## config.mk

```make
export PLATFORM = sky130hd
export DESIGN_NAME = indexed_array_list_engine
export DESIGN_NICKNAME = d
export VERILOG_FILES = /design/src/design/ial_pkg.sv /design/src/design/indexed_array_list_engine.sv /design/src/design/ial_store.sv /design/src/design/ial_ctrl.sv
export SDC_FILE = /design/constraint.sdc
export NUM_CORES = 2
export LEC_CHECK = 0
export ABC_AREA = 1
export BUFFER_PORTS_ARGS = -buffer_cell sky130_fd_sc_hd__clkbuf_2
export CAP_MARGIN = 25
export CORE_ASPECT_RATIO = 1.2
export CORE_MARGIN = 2
export CORE_UTILIZATION = 50
export CTS_CLUSTER_DIAMETER = 120
export DETAILED_ROUTE_END_ITERATION = 10
export GPL_ROUTABILITY_DRIVEN = 1
export PLACE_DENSITY = 0.62
export SETUP_SLACK_MARGIN = 0.5
export SLEW_MARGIN = 20
export SYNTH_ARGS = -nofsm -noshare
export SYNTH_HDL_FRONTEND = slang
export SYNTH_SLANG_ARGS = --single-unit
```

## constraint.sdc

```tcl
create_clock -name clk -period 9.92 [get_ports clk]
set_input_delay 1.488 -clock clk [delete_from_list [all_inputs] [get_ports clk]]
set_output_delay 1.488 -clock clk [all_outputs]
set_load 0.03 [all_outputs]
```

## src/design/ial_pkg.sv

```systemverilog
// ----------------------------------------------------------------------------
// ial_pkg
// Shared types and constants for the indexed array list engine.
// ----------------------------------------------------------------------------
package ial_pkg;

	localparam int LIST_DEPTH = 64;
	localparam int ADDR_W     = $clog2(LIST_DEPTH);
	localparam int CNT_W      = ADDR_W + 1;
	localparam int DATA_W     = 32;
	localparam int FUNC_W     = 3;
	localparam int STAT_W     = 3;

	localparam logic [FUNC_W-1:0] FN_APPEND = 3'd0;
	localparam logic [FUNC_W-1:0] FN_INSERT = 3'd1;
	localparam logic [FUNC_W-1:0] FN_SEARCH = 3'd2;
	localparam logic [FUNC_W-1:0] FN_READ   = 3'd3;
	localparam logic [FUNC_W-1:0] FN_POP    = 3'd4;
	localparam logic [FUNC_W-1:0] FN_DELETE = 3'd5;

	localparam logic [STAT_W-1:0] STAT_OK       = 3'd0;
	localparam logic [STAT_W-1:0] STAT_FULL     = 3'd1;
	localparam logic [STAT_W-1:0] STAT_BADPOS   = 3'd2;
	localparam logic [STAT_W-1:0] STAT_EMPTY    = 3'd3;
	localparam logic [STAT_W-1:0] STAT_NOTFOUND = 3'd4;

	typedef struct packed {
		logic                     we;
		logic [ADDR_W-1:0]        waddr;
		logic signed [DATA_W-1:0] wdata;
		logic [ADDR_W-1:0]        raddr;
	} mem_req_t;

	typedef struct packed {
		logic                     valid;
		logic [STAT_W-1:0]        status;
		logic signed [DATA_W-1:0] value;
		logic [ADDR_W-1:0]        position;
		logic [CNT_W-1:0]         count;
	} resp_t;

endpackage

```

## src/design/indexed_array_list_engine.sv

```systemverilog
// ----------------------------------------------------------------------------
// indexed_array_list_engine
// Bounded ordered list of signed words with append, insert, search, read,
// pop and delete requests; one registered response per request.
//
//   channel   | handshake          | payload
//   ----------+--------------------+---------------------------------------
//   request   | start, busy        | func, value, position
//   response  | done (strobe)      | status, result_value, result_position,
//             |                    | entry_count
//
// append, insert at the end, rejected requests and unused codes: response in the
// cycle after start. read and pop pass through a read-wait state. search, insert
// below the end and delete walk the list through the single memory port, moving
// or comparing one entry per cycle.
// busy is high while a request walks the list; done is a one-cycle strobe.
// reset empties the list; the memory itself is not cleared.
// ----------------------------------------------------------------------------
module indexed_array_list_engine (
	input  logic                              clk,
	input  logic                              arst_n,
	input  logic                              start,
	output logic                              busy,
	input  logic [ial_pkg::FUNC_W-1:0]        func,
	input  logic signed [ial_pkg::DATA_W-1:0] value,
	input  logic [ial_pkg::ADDR_W-1:0]        position,
	output logic                              done,
	output logic [ial_pkg::STAT_W-1:0]        status,
	output logic signed [ial_pkg::DATA_W-1:0] result_value,
	output logic [ial_pkg::ADDR_W-1:0]        result_position,
	output logic [ial_pkg::CNT_W-1:0]         entry_count
);
	import ial_pkg::*;

	mem_req_t                 mem_req;
	resp_t                    resp;
	logic signed [DATA_W-1:0] rdata;
	logic                     done_q;
	logic [STAT_W-1:0]        status_q;
	logic signed [DATA_W-1:0] value_q;
	logic [ADDR_W-1:0]        position_q;
	logic [CNT_W-1:0]         count_q;

	ial_ctrl u_ctrl (
		.clk      (clk),
		.arst_n   (arst_n),
		.start    (start),
		.func     (func),
		.value    (value),
		.position (position),
		.rdata    (rdata),
		.busy     (busy),
		.mem_req  (mem_req),
		.resp     (resp)
	);

	ial_store u_store (
		.clk   (clk),
		.req   (mem_req),
		.rdata (rdata)
	);

	// response register
	always_ff @(posedge clk or negedge arst_n) begin
		if (!arst_n) begin
			done_q <= 1'b0;
		end else begin
			done_q <= resp.valid;
		end
	end

	always_ff @(posedge clk) begin
		if (resp.valid) begin
			status_q   <= resp.status;
			value_q    <= resp.value;
			position_q <= resp.position;
			count_q    <= resp.count;
		end
	end

	assign done            = done_q;
	assign status          = status_q;
	assign result_value    = value_q;
	assign result_position = position_q;
	assign entry_count     = count_q;

endmodule

```

## src/design/ial_store.sv

```systemverilog
// ----------------------------------------------------------------------------
// ial_store
// Entry memory: one write port, one read port with registered read data.
// ----------------------------------------------------------------------------
module ial_store (
	input  logic                             clk,
	input  ial_pkg::mem_req_t                req,
	output logic signed [ial_pkg::DATA_W-1:0] rdata
);
	import ial_pkg::*;

	logic signed [DATA_W-1:0] entry_store [LIST_DEPTH];
	logic signed [DATA_W-1:0] rdata_q;

	always_ff @(posedge clk) begin
		if (req.we) begin
			entry_store[req.waddr] <= req.wdata;
		end
		rdata_q <= entry_store[req.raddr];
	end

	assign rdata = rdata_q;

endmodule

```

## src/design/ial_ctrl.sv

```systemverilog
// ----------------------------------------------------------------------------
// ial_ctrl
// Request sequencer: decodes a request, walks the list one entry per cycle
// through the memory port and produces one response.
// ----------------------------------------------------------------------------
module ial_ctrl (
	input  logic                              clk,
	input  logic                              arst_n,
	input  logic                              start,
	input  logic [ial_pkg::FUNC_W-1:0]        func,
	input  logic signed [ial_pkg::DATA_W-1:0] value,
	input  logic [ial_pkg::ADDR_W-1:0]        position,
	input  logic signed [ial_pkg::DATA_W-1:0] rdata,
	output logic                              busy,
	output ial_pkg::mem_req_t                 mem_req,
	output ial_pkg::resp_t                    resp
);
	import ial_pkg::*;

	typedef enum logic [5:0] {
		ST_IDLE = 6'b000001,
		ST_RDW  = 6'b000010,
		ST_INS  = 6'b000100,
		ST_INSF = 6'b001000,
		ST_SRCH = 6'b010000,
		ST_DEL  = 6'b100000
	} state_t;

	state_t                   state_q, state_d;
	logic [CNT_W-1:0]         count_q, count_d;
	logic [ADDR_W-1:0]        ptr_q, ptr_d;
	logic [ADDR_W-1:0]        pos_q, pos_d;
	logic signed [DATA_W-1:0] value_q, value_d;
	logic signed [DATA_W-1:0] rval_q, rval_d;
	logic [CNT_W-1:0]         count_m1;
	logic                     is_full;
	logic                     is_empty;
	logic                     ptr_last;

	assign count_m1 = count_q - CNT_W'(1);
	assign is_full  = (count_q == CNT_W'(LIST_DEPTH));
	assign is_empty = (count_q == '0);
	assign ptr_last = (CNT_W'(ptr_q) == count_m1);
	assign busy     = (state_q != ST_IDLE);

	always_comb begin
		state_d       = state_q;
		count_d       = count_q;
		ptr_d         = ptr_q;
		pos_d         = pos_q;
		value_d       = value_q;
		rval_d        = rval_q;
		mem_req       = '0;
		mem_req.raddr = ptr_q;
		resp          = '0;
		unique case (state_q)
			ST_IDLE: begin
				if (start) begin
					value_d = value;
					pos_d   = position;
					unique case (func)
						FN_APPEND: begin
							resp.valid = 1'b1;
							if (is_full) begin
								resp.status = STAT_FULL;
							end else begin
								mem_req.we    = 1'b1;
								mem_req.waddr = count_q[ADDR_W-1:0];
								mem_req.wdata = value;
								count_d       = count_q + CNT_W'(1);
							end
						end
						FN_INSERT: begin
							if (is_full) begin
								resp.valid  = 1'b1;
								resp.status = STAT_FULL;
							end else if (CNT_W'(position) > count_q) begin
								resp.valid  = 1'b1;
								resp.status = STAT_BADPOS;
							end else if (CNT_W'(position) == count_q) begin
								resp.valid    = 1'b1;
								resp.position = position;
								mem_req.we    = 1'b1;
								mem_req.waddr = position;
								mem_req.wdata = value;
								count_d       = count_q + CNT_W'(1);
							end else begin
								mem_req.raddr = count_m1[ADDR_W-1:0];
								ptr_d         = count_m1[ADDR_W-1:0];
								state_d       = ST_INS;
							end
						end
						FN_SEARCH: begin
							if (is_empty) begin
								resp.valid  = 1'b1;
								resp.status = STAT_NOTFOUND;
							end else begin
								mem_req.raddr = '0;
								ptr_d         = '0;
								state_d       = ST_SRCH;
							end
						end
						FN_READ: begin
							if (is_empty) begin
								resp.valid  = 1'b1;
								resp.status = STAT_EMPTY;
							end else if (CNT_W'(position) >= count_q) begin
								resp.valid  = 1'b1;
								resp.status = STAT_BADPOS;
							end else begin
								mem_req.raddr = position;
								state_d       = ST_RDW;
							end
						end
						FN_POP: begin
							if (is_empty) begin
								resp.valid  = 1'b1;
								resp.status = STAT_EMPTY;
							end else begin
								mem_req.raddr = count_m1[ADDR_W-1:0];
								count_d       = count_m1;
								state_d       = ST_RDW;
							end
						end
						FN_DELETE: begin
							if (is_empty) begin
								resp.valid  = 1'b1;
								resp.status = STAT_EMPTY;
							end else if (CNT_W'(position) >= count_q) begin
								resp.valid  = 1'b1;
								resp.status = STAT_BADPOS;
							end else begin
								mem_req.raddr = position;
								ptr_d         = position;
								state_d       = ST_DEL;
							end
						end
						default: begin
							resp.valid = 1'b1;
						end
					endcase
				end
			end
			ST_RDW: begin
				resp.valid = 1'b1;
				resp.value = rdata;
				state_d    = ST_IDLE;
			end
			ST_INS: begin
				// move entry up by one
				mem_req.we    = 1'b1;
				mem_req.waddr = ptr_q + ADDR_W'(1);
				mem_req.wdata = rdata;
				if (ptr_q == pos_q) begin
					state_d = ST_INSF;
				end else begin
					mem_req.raddr = ptr_q - ADDR_W'(1);
					ptr_d         = ptr_q - ADDR_W'(1);
				end
			end
			ST_INSF: begin
				mem_req.we    = 1'b1;
				mem_req.waddr = pos_q;
				mem_req.wdata = value_q;
				count_d       = count_q + CNT_W'(1);
				resp.valid    = 1'b1;
				resp.position = pos_q;
				state_d       = ST_IDLE;
			end
			ST_SRCH: begin
				if (rdata == value_q) begin
					resp.valid    = 1'b1;
					resp.position = ptr_q;
					state_d       = ST_IDLE;
				end else if (ptr_last) begin
					resp.valid  = 1'b1;
					resp.status = STAT_NOTFOUND;
					state_d     = ST_IDLE;
				end else begin
					mem_req.raddr = ptr_q + ADDR_W'(1);
					ptr_d         = ptr_q + ADDR_W'(1);
				end
			end
			ST_DEL: begin
				// first read is the removed entry, later ones move down by one
				if (ptr_q == pos_q) begin
					rval_d = rdata;
				end else begin
					mem_req.we    = 1'b1;
					mem_req.waddr = ptr_q - ADDR_W'(1);
					mem_req.wdata = rdata;
				end
				if (ptr_last) begin
					count_d    = count_m1;
					resp.valid = 1'b1;
					resp.value = (ptr_q == pos_q) ? rdata : rval_q;
					state_d    = ST_IDLE;
				end else begin
					mem_req.raddr = ptr_q + ADDR_W'(1);
					ptr_d         = ptr_q + ADDR_W'(1);
				end
			end
			default: begin
				state_d = ST_IDLE;
			end
		endcase
		resp.count = count_d;
	end

	always_ff @(posedge clk or negedge arst_n) begin
		if (!arst_n) begin
			state_q <= ST_IDLE;
			count_q <= '0;
		end else begin
			state_q <= state_d;
			count_q <= count_d;
		end
	end

	always_ff @(posedge clk) begin
		ptr_q   <= ptr_d;
		pos_q   <= pos_d;
		value_q <= value_d;
		rval_q  <= rval_d;
	end

endmodule
```

; After elaboration in Yosys (flattened, before gate mapping)
; Memory sizes are Yosys's and may differ from the RTL's. A register that Yosys moved wholly into a read port is not among the register bits.
; Cells that the tools add are included.
[op_classes]
n_addsub = 4
multipliers = 0
div = 0
magnitude_cmp = 2
n_eq_ne = 30
n_shift = 0
muxes = 77
bitwise_logic = 0
reduce_logical = 8
[op_table]
columns = op, count
row1 = 6-bit 2-to-1 mux, 30
row2 = 39-bit one-hot mux with 4 select lines, 1
row3 = 45-bit 2-to-1 mux, 3
row4 = 39-bit 2-to-1 mux, 3
row5 = 6-bit one-hot mux with 4 select lines, 4
row6 = 39-bit one-hot mux with 2 select lines, 1
row7 = 32-bit 2-to-1 mux, 2
row8 = 32-bit one-hot mux with 2 select lines, 1
row9 = 7-bit 2-to-1 mux, 7
row10 = 7-bit one-hot mux with 3 select lines, 2
row11 = 6-bit one-hot mux with 3 select lines, 2
row12 = 32-bit == test, 1
row13 = 6-bit one-hot mux with 5 select lines, 1
row14 = 4-bit 2-to-1 mux, 7
row15 = 3-bit != test (second input constant), 9
row16 = 3-bit one-hot mux with 5 select lines, 1
row17 = 6-bit by 7-bit == test with 1-bit output, 2
row18 = 12-bit AND reduction, 1
row19 = 1-bit one-hot mux with 4 select lines, 2
row20 = 7-bit by 1-bit adder with 7-bit output (second input constant), 1
row21 = 7-bit == test (second input constant), 1
row22 = 6-bit by 7-bit >= comparator with 1-bit output, 1
row23 = 6-bit by 7-bit > comparator with 1-bit output, 1
row24 = 7-bit zero test, 1
row25 = other kinds (27), 36
[totals]
register_bits = 138
latch_bits = 0
mem_bits_rw = 2048
romBits = 0
out_inout_bits = 50
memories = 1
[memory_table]
columns = name, depth, width, rd, rd_clocked_by_memory_dff, wr, line
row1 = u_store.entry_store, 64, 32, 1, 1, 1, ial_store.sv:12  ; logic signed [DATA_W-1:0] entry_store [LIST_DEPTH];

; Logic depth before layout (Yosys ltp)
[logic_depth]
depth_word = 9
depth_mapped = 26
mapped_depth_nobuf = 23

; By module
; From an unflattened synthesis, not the netlist that was laid out.
[unflattened]
cells_unflattened = 7848
area_unflattened_um2 = 91644.1
[by_module_without_submodules]
columns = module, instances, cells_per_inst, area_per_inst_um2, seq_area_each_um2
row1 = ial_store, 1, 6785, 82785.6, 62139.6
row2 = ial_ctrl, 1, 1014, 7392.1, 2608.8
row3 = indexed_array_list_engine, 1, 49, 1466.4, 1466.4

; Worst setup path after synthesis
; OpenSTA, ideal clock, no wires.
[synth_timing]
path_type = input to register
startpoint = input start
endpoint = register count_q[0] (netlist: entry_count[0]), enable pin
arrival_ps = 5492
required_time_ps = 9448
slack_ps = 3956
stages = 4
n_path_buf = 0
path_cell_list = inv_1 nor2_2 inv_1 o2111ai_1
[synth_lines]
columns = item, line
row1 = from (decl), indexed_array_list_engine.sv:22  ; input logic start,
row2 = to (signal assigned), indexed_array_list_engine.sv:77  ; count_q <= resp.count;
row3 = to (decl), indexed_array_list_engine.sv:42  ; logic [CNT_W-1:0] count_q;

; Final worst setup path
[layout_timing]
startpoint = register u_ctrl.count_q[4]
endpoint = register u_store.rdata_q[20] (netlist: u_store.rdata[20]), read port of u_store.entry_store
[layout_between]
elab_chain_len = 7
word_cells_on_any_way = 19
cone_classes = add/sub (1) / order compare (2) / eq/ne (3) / mux (12) / reduce/logical (1)
[layout_rtl]
columns = item, line
row1 = from (decl), ial_ctrl.sv:30  ; logic [CNT_W-1:0] count_q, count_d;
row2 = from (signal assigned), ial_ctrl.sv:216  ; count_q <= count_d;
row3 = 7-bit by 1-bit subtractor with 7-bit output / 6-bit by 7-bit == test with 1-bit output (equally long branches), "ial_ctrl.sv:40, ial_ctrl.sv:80"
row4 = 6-bit 2-to-1 mux, -
row5 = 45-bit 2-to-1 mux, ial_ctrl.sv:77  ; end else if (CNT_W'(position) > count_q) begin
row6 = 45-bit 2-to-1 mux, ial_ctrl.sv:74  ; if (is_full) begin
row7 = 6-bit one-hot mux with 4 select lines, ial_ctrl.sv:61  ; unique case (func)
row8 = 45-bit 2-to-1 mux, ial_ctrl.sv:58  ; if (start) begin
row9 = 6-bit one-hot mux with 4 select lines (*), ial_ctrl.sv:56  ; unique case (state_q)
row10 = to (decl), ial_store.sv:13  ; logic signed [DATA_W-1:0] rdata_q;
; Mark *: on every way between the ends. The rest lies on a longest branch, timed or not.
; A chain may end at the register's enable or synchronous reset.

==> results_dict.tcl <==
set metrics [dict create \
    synth_fp_nets 9429 \
    synth.avg_cell_area_sq_um 10.6 \
    synthTopCellsByArea "sky130_fd_sc_hd__edfxtp_1, sky130_fd_sc_hd__nand3_1, sky130_fd_sc_hd__nand2_1, sky130_fd_sc_hd__inv_1, sky130_fd_sc_hd__nand4_1" \
    critical_path.slowest_cell "sky130_fd_sc_hd__buf_4" \
    cp_data_required_time_ns 10.73 \
    area.growth.synth_to_final_pct 10.4 \
    post_synth_instance_area_sq_um 99000 \
    fin_worst_skew_ns 0.0415 \
    synth_area_leader_cell "sky130_fd_sc_hd__edfxtp_1" \
    synth-seq-cells 2218 \
    grt_pass1_wl_um 439000 \
    layout_commonest_cell "sky130_fd_sc_hd__edfxtp_1" \
    grt_pass1_vias 66958 \
    grt.total_usage_pct 29.0 \
    crit_path_start "u_ctrl.count_q[4]$_DFF_PN0_" \
    largest_fanout_of_any_net_on_the_critical_path 77 \
    globalplace.congestion 0.899 \
    slowest_delay_ns 0.89 \
    dp_hpwl_um 155000 \
    post_cts_hold_buffer_count 0 \
    final_antenna_net_count 0 \
    ys_seq_area_share_pct 66.9 \
    setup_repair_after_global_routing_missed_its_margin "no" \
    number_of_cells_on_the_worst_reg_to_reg_path 21 \
    drv.max_cap_violation_count 0 \
    detail_route.iter0.violations 8818 \
    finalNetCount 9288 \
    initial_antenna_violation_count 10 \
    timing.final.hold_violations 0 \
    setup_violation_total_in_the_final_timing_report 0 \
    slew_violations 0 \
    clkLatencyLatePin_ns 0.88 \
    routed_wire_length_per_instance_um 24.6 \
    clk_path_buf_depth 3 \
    grt_overflow 0 \
    drt_wl_total_um 296000 \
    worst_setup_hold_path_clk_slew_ns 0.06 \
    port_buffers 93 \
    ctsResizeCount 0 \
    min_path_type "in2async" \
    setup.worst_path.end_class "flop" \
    maxClockFrequency_mhz 157 \
    post_synth_inst_count 9373 \
    grt_start_max_net_pins 222 \
    vias_per_cell 5.84 \
    slew_headroom_pct 27.5 \
    design.die.area_sq_um 202000 \
    initial_core_utilization_pct 50.4 \
    final_min_period_over_clock_period_pct 64.2 \
    htree_levels 4 \
    die_height_um 491 \
    startpoint_types "flop" \
    status "complete, no violations" \
    floorplan.die.width_um 410 \
    worst_pin_slew_ns 1.09 \
    dr_total_vias 70268 \
    timing.critical_path.cells "clkinv_1 > ha_1 > nand2_1 > nor2_1 > nand2_2 > nand2_1 > nand2_2 > nand2_1 > nand3_1 > nand3_1 > nand2_4 > buf_4 > buf_4 > nand4_1 > nand2_1 > nand2_1 > nand3_1 > nand3_1 > nand3_1 > nand3_1 > nand2_1" \
    ctsRootBufferMaster "sky130_fd_sc_hd__clkbuf_16" \
    coreArea_sq_um 196000 \
    yosys_warnings 0 \
    row_count 178 \
    drc_errors 0 \
    yosys.area.top_type_share_pct 65.9 \
    ys_types 48 \
    cts_setup_buffers 0 \
    setup_total_negative_slack_ns 0 \
    crit_reg_reg_startpoint "u_ctrl.count_q[4]$_DFF_PN0_" \
    worst_ep_arrival_time_ns 7.18 \
    most_frequent_cells_in_the_layout "sky130_fd_sc_hd__edfxtp_1, sky130_fd_sc_hd__nand2_1, sky130_fd_sc_hd__nand3_1" \
    period_needed_ns 6.37 \
    cts-buffers-inserted 215 \
    drt_pre_antenna_iters 6 \
    cts_tree "built" \
    critical_path_start_end_classification "reg2reg" \
    clock-sinks 2218 \
    floorplan.io_pins 94 \
    drive_gt1_share_pct 7.81 \
]
==> state kept, by name, summed over array words and instances (netlist names) <==
| register | flops |
|---|---|
| result_value | 32 |
| u_ctrl.pos_q | 6 |
| done | 1 |
| status | 3 |
| u_ctrl.value_q | 32 |
| u_ctrl.state_q | 6 |
| u_ctrl.rval_q | 32 |
| u_store.entry_store | 2048 |
| u_ctrl.count_q | 7 |
| result_position | 6 |
| entry_count | 7 |
| u_store.rdata | 32 |
| u_ctrl.ptr_q | 6 |
==> area by class of cell <==
class | instances | area (sq um)
fillers | 16509 | 87100
multi-input cells | 5035 | 25000
clock inverters | 123 | 1310
clock buffers | 277 | 5770
inverters | 1487 | 5580
well taps | 2610 | 3270
diodes | 3 | 7.51
repair buffers | 275 | 2180
flip-flops and latches | 2218 | 66200
==> synthesized netlist by cell type, drive strengths merged <==
cell	count
a2111oi	3
a211oi	4
a21oi	31
a22oi	1
a31oi	5
a41oi	2
and3	1
buf	426
clkbuf	207
clkinv	5
dfrtp	13
dfstp	1
dfxtp	32
edfxtp	2172
ha	12
inv	1482
nand2	2013
nand3	1534
nand4	691
nor2	171
nor3	10
nor4	1
o2111ai	6
o211ai	96
o21ai	389
o21bai	1
o221ai	21
o22ai	9
o311ai	2
o41ai	1
or2	1
xnor2	20
xor2	10
==> stage by stage <==
step	cells	hold WS [ns]	area [sq um]	utilization (%)	worst slack [ns]
after CTS	12024	0.506	109000	55.6	3.73
after detailed placement	11624	0.561	102000	52.0	3.08
after global routing	12026	0.542	109000	55.6	3.21
after floorplan	9373	0.535	99000	-	3.96
after global placement	11624	0.551	102000	52.0	3.04
final	12028	0.550	109000	55.6	3.55
==> worst paths after layout <==
path	slack [ns]	to
min reg2reg	0.57	u_ctrl.rval_q[13]$_DFFE_PP_
max	3.55	u_store.rdata[20]$_DFF_P_
min	0.55	u_ctrl.count_q[6]$_DFF_PN0_
max reg2reg	3.55	u_store.rdata[20]$_DFF_P_
min in group clk	0.57	u_ctrl.rval_q[13]$_DFFE_PP_
max in group asynchronous	9.01	u_ctrl.state_q[0]$_DFFE_PN1P_
==> layer usage <==
metal | global-route usage (%) | vias to the layer above | share of wire, %
met5 | 0 | - | 0
met4 | 11.0 | 0 | 3.7
met3 | 4.55 | 608 | 8.9
met2 | 47.0 | 3516 | 48
met1 | 39.4 | 34190 | 40
li1 | - | 31954 | -
==> critical path: cells and delay by family, from the launching register on <==
kind	cells	cell delay, ns
simple gates	17	2.95
buf+inv	3	2.07
flops	1	0.54
fa+ha+maj	1	0.46
==> kinds of logic (layout without fill, tap and decap cells) <==
group           after synthesis  count (layout)  share of synthesized area [%]
buf+inv                    2120            2162                           8.79
fa+ha+maj                    12              12                          0.152
other cells                   0               3                              0
flops                      2218            2218                           66.9
simple gates               4422            4422                           20.6
xor+xnor                     30              30                          0.265
compound gates              571             571                           3.31
Power is not shown: default switching activity piles up to over one toggle a cycle in this logic, so the estimate is an artifact.
